--- src/sv/dcl_pkg.sv ---
// ----------------------------------------------------------------------------
// dcl_pkg
// Shared types, constants and controller codes for the density clustering
// labeler.
// ----------------------------------------------------------------------------
`default_nettype none

package dcl_pkg;

    localparam int MAX_POINTS_DEF  = 64;
    localparam int COORD_WIDTH_DEF = 16;

    localparam int IN_COORD_W = 16;
    localparam int PIDX_W     = 6;
    localparam int CNT_W      = 7;
    localparam int EPS_W      = 34;
    localparam int MINP_W     = 7;
    localparam int CFG_IDX_W  = 1;
    localparam int CFG_DATA_W = 34;

    localparam logic [CFG_IDX_W-1:0] REG_EPSILON_SQUARED = 1'd0;
    localparam logic [CFG_IDX_W-1:0] REG_MIN_POINTS      = 1'd1;

    localparam logic [EPS_W-1:0]  EPS_RESET  = 34'd65536;
    localparam logic [MINP_W-1:0] MINP_RESET = 7'd4;

    typedef struct packed {
        logic signed [IN_COORD_W-1:0] coord_x;
        logic signed [IN_COORD_W-1:0] coord_y;
        logic signed [IN_COORD_W-1:0] coord_z;
        logic                         last_point;
    } point_t;

    typedef struct packed {
        logic [PIDX_W-1:0] point_index;
        logic [PIDX_W-1:0] cluster_label;
        logic              is_core;
        logic [CNT_W-1:0]  cluster_count;
        logic              last_result;
    } result_t;

    typedef enum logic [3:0] {
        ST_LOAD,
        ST_PI_RD,
        ST_PI_LD,
        ST_NB_RD,
        ST_NB_SQ,
        ST_NB_ACC,
        ST_ROW_WR,
        ST_MG_ROW,
        ST_MG_PAIR,
        ST_MG_UPD,
        ST_MG_NEXT,
        ST_CNT_RD,
        ST_CNT_CHK,
        ST_OUT_RD,
        ST_OUT_LD,
        ST_OUT_HOLD
    } state_t;

    // controller -> datapath
    typedef struct packed {
        logic pt_we;     // store point at j
        logic pt_re;     // read point store
        logic pt_sel_i;  // read address i, else j
        logic pi_ld;     // hold point i
        logic row_clr;   // clear neighbour row and count
        logic sq_en;     // squares stage
        logic acc_en;    // sum, compare, set row bit j
        logic row_we;    // write row i, core bit i, label i = i
        logic mx_re;     // read neighbour row i
        logic lab_re;    // read labels at i and j
        logic mg_en;     // merge the pair just read
        logic chg_clr;
        logic clu_clr;
        logic clu_en;
        logic out_ld;
        logic out_clr;
    } cmd_t;

    // datapath -> controller
    typedef struct packed {
        logic core_i;
        logic row_bit;
        logic changed;
    } sts_t;

endpackage

`default_nettype wire

--- src/sv/dcl_ctrl.sv ---
// ----------------------------------------------------------------------------
// dcl_ctrl
// Sequencer: load, neighbour rows, label relaxation passes, count, output.
// ----------------------------------------------------------------------------
`default_nettype none

module dcl_ctrl
    import dcl_pkg::*;
#(
    parameter int MAX_POINTS = MAX_POINTS_DEF,
    parameter int IW         = $clog2(MAX_POINTS)
)
(
    input  wire logic          clk,
    input  wire logic          rst_n,
    input  wire logic          point_valid,
    input  wire logic          point_last,
    output logic               point_stall,
    input  wire logic          result_stall,
    input  wire sts_t          sts,
    output cmd_t               cmd,
    output logic [IW-1:0]      idx_i,
    output logic [IW-1:0]      idx_j,
    output logic [IW-1:0]      idx_last
);

    localparam logic [IW-1:0] LAST_SLOT = IW'(MAX_POINTS - 1);

    state_t        state_reg, state_next;
    logic [IW-1:0] i_reg, i_next;
    logic [IW-1:0] j_reg, j_next;
    logic [IW-1:0] last_reg, last_next;
    logic          i_end;
    logic          j_end;
    logic          accept;

    assign i_end  = i_reg == last_reg;
    assign j_end  = j_reg == last_reg;
    assign accept = point_valid && (state_reg == ST_LOAD);

    always_ff @(posedge clk or negedge rst_n)
    begin
        if (!rst_n)
        begin
            state_reg <= ST_LOAD;
            i_reg     <= '0;
            j_reg     <= '0;
            last_reg  <= '0;
        end
        else
        begin
            state_reg <= state_next;
            i_reg     <= i_next;
            j_reg     <= j_next;
            last_reg  <= last_next;
        end
    end

    always_comb
    begin
        state_next = state_reg;
        i_next     = i_reg;
        j_next     = j_reg;
        last_next  = last_reg;
        case (state_reg)
            ST_LOAD:
            begin
                if (accept)
                begin
                    j_next = j_reg + IW'(1);
                    if (point_last || (j_reg == LAST_SLOT))
                    begin
                        last_next  = j_reg;
                        i_next     = '0;
                        j_next     = '0;
                        state_next = ST_PI_RD;
                    end
                end
            end
            ST_PI_RD:  state_next = ST_PI_LD;
            ST_PI_LD:
            begin
                j_next     = '0;
                state_next = ST_NB_RD;
            end
            ST_NB_RD:  state_next = ST_NB_SQ;
            ST_NB_SQ:  state_next = ST_NB_ACC;
            ST_NB_ACC:
            begin
                if (j_end)
                    state_next = ST_ROW_WR;
                else
                begin
                    j_next     = j_reg + IW'(1);
                    state_next = ST_NB_RD;
                end
            end
            ST_ROW_WR:
            begin
                if (i_end)
                begin
                    i_next     = '0;
                    state_next = ST_MG_ROW;
                end
                else
                begin
                    i_next     = i_reg + IW'(1);
                    state_next = ST_PI_RD;
                end
            end
            ST_MG_ROW:
            begin
                if (sts.core_i)
                begin
                    j_next     = '0;
                    state_next = ST_MG_PAIR;
                end
                else
                    state_next = ST_MG_NEXT;
            end
            ST_MG_PAIR:
            begin
                if (sts.row_bit)
                    state_next = ST_MG_UPD;
                else if (j_end)
                    state_next = ST_MG_NEXT;
                else
                    j_next = j_reg + IW'(1);
            end
            ST_MG_UPD:
            begin
                if (j_end)
                    state_next = ST_MG_NEXT;
                else
                begin
                    j_next     = j_reg + IW'(1);
                    state_next = ST_MG_PAIR;
                end
            end
            ST_MG_NEXT:
            begin
                if (i_end)
                begin
                    i_next = '0;
                    if (sts.changed)
                        state_next = ST_MG_ROW;
                    else
                    begin
                        j_next     = '0;
                        state_next = ST_CNT_RD;
                    end
                end
                else
                begin
                    i_next     = i_reg + IW'(1);
                    state_next = ST_MG_ROW;
                end
            end
            ST_CNT_RD: state_next = ST_CNT_CHK;
            ST_CNT_CHK:
            begin
                if (j_end)
                begin
                    j_next     = '0;
                    state_next = ST_OUT_RD;
                end
                else
                begin
                    j_next     = j_reg + IW'(1);
                    state_next = ST_CNT_RD;
                end
            end
            ST_OUT_RD: state_next = ST_OUT_LD;
            ST_OUT_LD: state_next = ST_OUT_HOLD;
            ST_OUT_HOLD:
            begin
                if (!result_stall)
                begin
                    if (j_end)
                    begin
                        j_next     = '0;
                        state_next = ST_LOAD;
                    end
                    else
                    begin
                        j_next     = j_reg + IW'(1);
                        state_next = ST_OUT_RD;
                    end
                end
            end
            default:   state_next = ST_LOAD;
        endcase
    end

    always_comb
    begin
        cmd         = '0;
        point_stall = 1'b1;
        case (state_reg)
            ST_LOAD:
            begin
                point_stall = 1'b0;
                cmd.pt_we   = point_valid;
            end
            ST_PI_RD:
            begin
                cmd.pt_re    = 1'b1;
                cmd.pt_sel_i = 1'b1;
            end
            ST_PI_LD:
            begin
                cmd.pi_ld   = 1'b1;
                cmd.row_clr = 1'b1;
            end
            ST_NB_RD:  cmd.pt_re  = 1'b1;
            ST_NB_SQ:  cmd.sq_en  = 1'b1;
            ST_NB_ACC: cmd.acc_en = 1'b1;
            ST_ROW_WR:
            begin
                cmd.row_we  = 1'b1;
                cmd.chg_clr = i_end;
            end
            ST_MG_ROW:  cmd.mx_re  = sts.core_i;
            ST_MG_PAIR: cmd.lab_re = sts.row_bit;
            ST_MG_UPD:  cmd.mg_en  = 1'b1;
            ST_MG_NEXT:
            begin
                cmd.chg_clr = i_end;
                cmd.clu_clr = i_end && !sts.changed;
            end
            ST_CNT_RD:   cmd.lab_re  = 1'b1;
            ST_CNT_CHK:  cmd.clu_en  = 1'b1;
            ST_OUT_RD:   cmd.lab_re  = 1'b1;
            ST_OUT_LD:   cmd.out_ld  = 1'b1;
            ST_OUT_HOLD: cmd.out_clr = !result_stall;
            default:     ;
        endcase
    end

    assign idx_i    = i_reg;
    assign idx_j    = j_reg;
    assign idx_last = last_reg;

endmodule

`default_nettype wire
--- config.mk ---
export PLATFORM = sky130hd
export DESIGN_NAME = dcl_ctrl
export DESIGN_NICKNAME = d
export VERILOG_FILES = /design/src/sv/dcl_pkg.sv /design/src/sv/dcl_ctrl.sv
export SDC_FILE = /design/constraint.sdc
export NUM_CORES = 1
export LEC_CHECK = 0
export BUFFER_PORTS_ARGS = -buffer_cell sky130_fd_sc_hd__buf_2
export CORE_MARGIN = 4
export CORE_UTILIZATION = 59
export CTS_BUF_LIST = sky130_fd_sc_hd__clkbuf_4 sky130_fd_sc_hd__clkbuf_8
export CTS_CLUSTER_SIZE = 25
export DETAILED_ROUTE_END_ITERATION = 12
export PLACE_DENSITY = 0.88
export SLEW_MARGIN = 20
export SYNTH_ARGS = -nofsm -noshare
export SYNTH_HDL_FRONTEND = slang
export SYNTH_SLANG_ARGS = --single-unit
--- constraint.sdc ---
create_clock -name clk -period 5.2 [get_ports clk]
set_input_delay 0.26 -clock clk [delete_from_list [all_inputs] [get_ports clk]]
set_output_delay 0.26 -clock clk [all_outputs]
set_load 0.02 [all_outputs]
==> results.json <==
{
  "run_status": "complete, no violations",
  "cts_buffers": 3,
  "end_kind": "flop",
  "drive_gt1_share_pct": 25.1,
  "ys_ff_latch": 22,
  "initial_utilization_pct": 61.2,
  "grtUsageMet2_pct": 37.5,
  "crit_family": "compound AO/OA/AOI/OAI gates",
  "ys_warn_count": 0,
  "rsz0062_at_grt": "false",
  "hold_class": "input port to flop",
  "cts_max_level": 1,
  "grt_overflow": 0,
  "cp.required_ns": 5.41,
  "worstSkewPairLatency_ns": 0.32,
  "hpwl_mm": 3.22,
  "ios": 43,
  "yosysUniqueCellTypes": 54,
  "drt_iter0_drc": 141,
  "p_switching_mw": 0.633,
  "clkPwrFrac_pct": 10.9,
  "use_met3_pct": 3.35,
  "p_int_mw": 0.584,
  "synth.avg_cell_area_um2": 8.37,
  "setup.worst_path.start": "state_reg[3]",
  "wl_per_cell_um": 16.4,
  "grt_pass1_wl_mm": 6.96,
  "mappedNetlistArea_um2": 1670,
  "synth_edf_count": 0,
  "drv_cap": 0,
  "dp_cells": 261,
  "crit_cells": 6,
  "fin_crit_sh_pct": 50.7,
  "core_region_area_um2": 2730,
  "gp_congestion": 0.970,
  "fin_cells": 266,
  "synth_ff_type": "dfrtp_1",
  "period_needed_ns": 2.64,
  "vias": 1642,
  "rows": 19,
  "r2r-start": "state_reg[3]",
  "area_delta_synth_final_pct": 15.0,
  "die_y_um": 61.3,
  "routed_via_density": 6.17,
  "drt_first_pass_iters": 4,
  "place_area_um2": 1860,
  "final_nets": 246,
  "cp.arrival_ns": 2.84,
  "path_cells": "and2b_4, xnor2_1, a2111o_1, a221o_2, a22o_1, a31o_1",
  "p_comb_share_pct": 60.1,
  "path_buf_inv": 0,
  "hold_viol": 0,
  "cts_tree": "done",
  "power_density_nw_per_um2": 632,
  "cts_sinks": 22,
  "drc_errors": 0,
  "met1_usage_pct": 35.6,
  "synthesis.instances": 200,
  "slowest_delay_ns": 0.87,
  "antenna_cells": 0,
  "die-area_um2": 3750,
  "crit_fanout": 28,
  "ff2ff_path_depth": 6,
  "final_cell_mix": "42 x buf_2, 23 x nor2_1, 22 x dfrtp_1",
  "antenna_found_initial": 0,
  "cpMaxStageDelayCell": "dfrtp_1",
  "grt_pass1_vias": 1471,
  "fmax_ghz": 0.379,
  "leakage_nw": 0.982,
  "reg2reg_to": "idx_j[3]",
  "cts_setup_buffers": 0,
  "ys_seq_area_share_pct": 32.9,
  "grt_max_degree": 29,
  "final_cell_area_um2": 1930,
  "dieWidth_um": 61.3,
  "path_class": "flop to flop",
  "maxSlewViolCount": 0,
  "setup_tns_ns": 0,
  "clkSlewWorstSetupHoldPaths_ns": 0.14,
  "drtAntennaViolNets": 0,
  "final_util_pct": 70.4,
  "r2r_slack_ns": 2.56,
  "synthArstFlopShare_pct": 100,
  "cts_max_path_buffers": 2,
  "final_common_cell": "buf_2",
  "tightestPinTransition_ns": 0.770,
  "io_buffers": 42,
  "cts_root_buffer": "clkbuf_4",
  "worst_clock_skew_ns": 0.0167,
  "wirelength_mm": 4.35,
  "power.share.sequential_pct": 29.0,
  "busiest_layer": "met2",
  "relSlewSlack_pct": 48.7,
  "syn-num-nets": 210,
  "setup_viol": 0,
  "p_sw_share_pct": 52.0,
  "vdd_ir_drop_max_mv": 0.484,
  "endpoint": "idx_j[3]",
  "hold_ws_ns": 0.392,
  "start_kind": "flop",
  "grt_use_total_pct": 24.7
}
how the worst min path moves through the flow:
stage,start,to,slack (ns),cells past startpoint
floorplan,rst_n,idx_i[0],-0.04,0
global placement,rst_n,state_reg[2],0.26,1
detailed placement,rst_n,state_reg[2],0.25,1
CTS,result_stall,state_reg[0],0.38,4
global route,result_stall,state_reg[0],0.41,4
finish,result_stall,state_reg[0],0.39,4
cell usage after synthesis (all sizes together) (2+ instances only):
| cell type | count | area (um2) |
|---|---|---|
| a21o | 2 | 15.0 |
| clkbuf | 5 | 18.8 |
| a31oi | 2 | 12.5 |
| nand3 | 5 | 25.0 |
| nand2b | 5 | 38.8 |
| a31o | 2 | 17.5 |
| xor2 | 9 | 78.8 |
| o32ai | 2 | 17.5 |
| and3 | 6 | 37.5 |
| xnor2 | 7 | 61.3 |
| ha | 2 | 25.0 |
| a21oi | 10 | 50.1 |
| dfrtp | 22 | 551 |
| nor2b | 4 | 27.5 |
| o21ai | 10 | 50.1 |
| mux2i | 2 | 20.0 |
| a221o | 2 | 21.3 |
| nand2 | 20 | 75.1 |
| nor3 | 9 | 45.0 |
| and2 | 2 | 12.5 |
| or3 | 2 | 12.5 |
| mux2 | 7 | 78.8 |
| nor2 | 23 | 86.3 |
| buf | 7 | 41.3 |
| a22o | 4 | 35.0 |
| and3b | 2 | 17.5 |
| o221ai | 2 | 17.5 |
| inv | 5 | 18.8 |
power groups by stage:
stage / registers [mW] / clock network [mW] / logic, mW
global placement: 0.348 / 0 / 0.709
global route: 0.367 / 0.140 / 0.800
floorplan: 0.316 / 0 / 0.576
CTS: 0.347 / 0.135 / 0.726
finish: 0.352 / 0.133 / 0.732
detailed placement: 0.351 / 0 / 0.724
logic make-up (layout without fill, tap and decap cells):
family,count (synthesis),count (layout),share of synthesized area [%]
flip-flops,22,22,32.9
XOR/XNOR,16,16,8.37
AO/OA/AOI/OAI,48,48,20.5
multiplexers,9,9,5.90
buffers and inverters,17,52,4.71
adder cells (fa/ha/maj),2,2,1.49
AND/OR/NAND/NOR,86,86,26.2
per-layer routing:
| metal | part of all wire, % | routed length [um] |
|---|---|---|
| met3 | 10 | 434 |
| met1 | 42 | 1840 |
| met4 | 1.3 | 57 |
| met5 | 0 | 0 |
| met2 | 46 | 2020 |
layout make-up:
cell class,count,area (um2)
Multi-Input combinational cell,161,1040
Timing Repair Buffer,43,220
Tap cell,31,38.8
Fill cell,249,808
Inverter,5,18.8
Clock inverter,1,30.0
Clock buffer,3,22.5
Sequential cell,22,551
repair_timing:
action | CTS | global route
hold buffers | 1 | 0
endpoints found under the hold margin | 22 | 0
gates resized for setup | 0 | 0
tightest hold or removal path: stages:
cell	delay (ns)
buf_2	0.10
inv_1	0.08
or3_1	0.14
o41ai_1	0.07
metrics by stage:
step | setup slack [ns] | power [mW]
after CTS | 2.61 | 1.21
final | 2.56 | 1.22
after global routing | 2.43 | 1.31
after detailed placement | 2.64 | 1.07
after global placement | 2.73 | 1.06
after floorplan | 3.06 | 0.892
No activity file was read; power rests on OpenSTA's default activity.
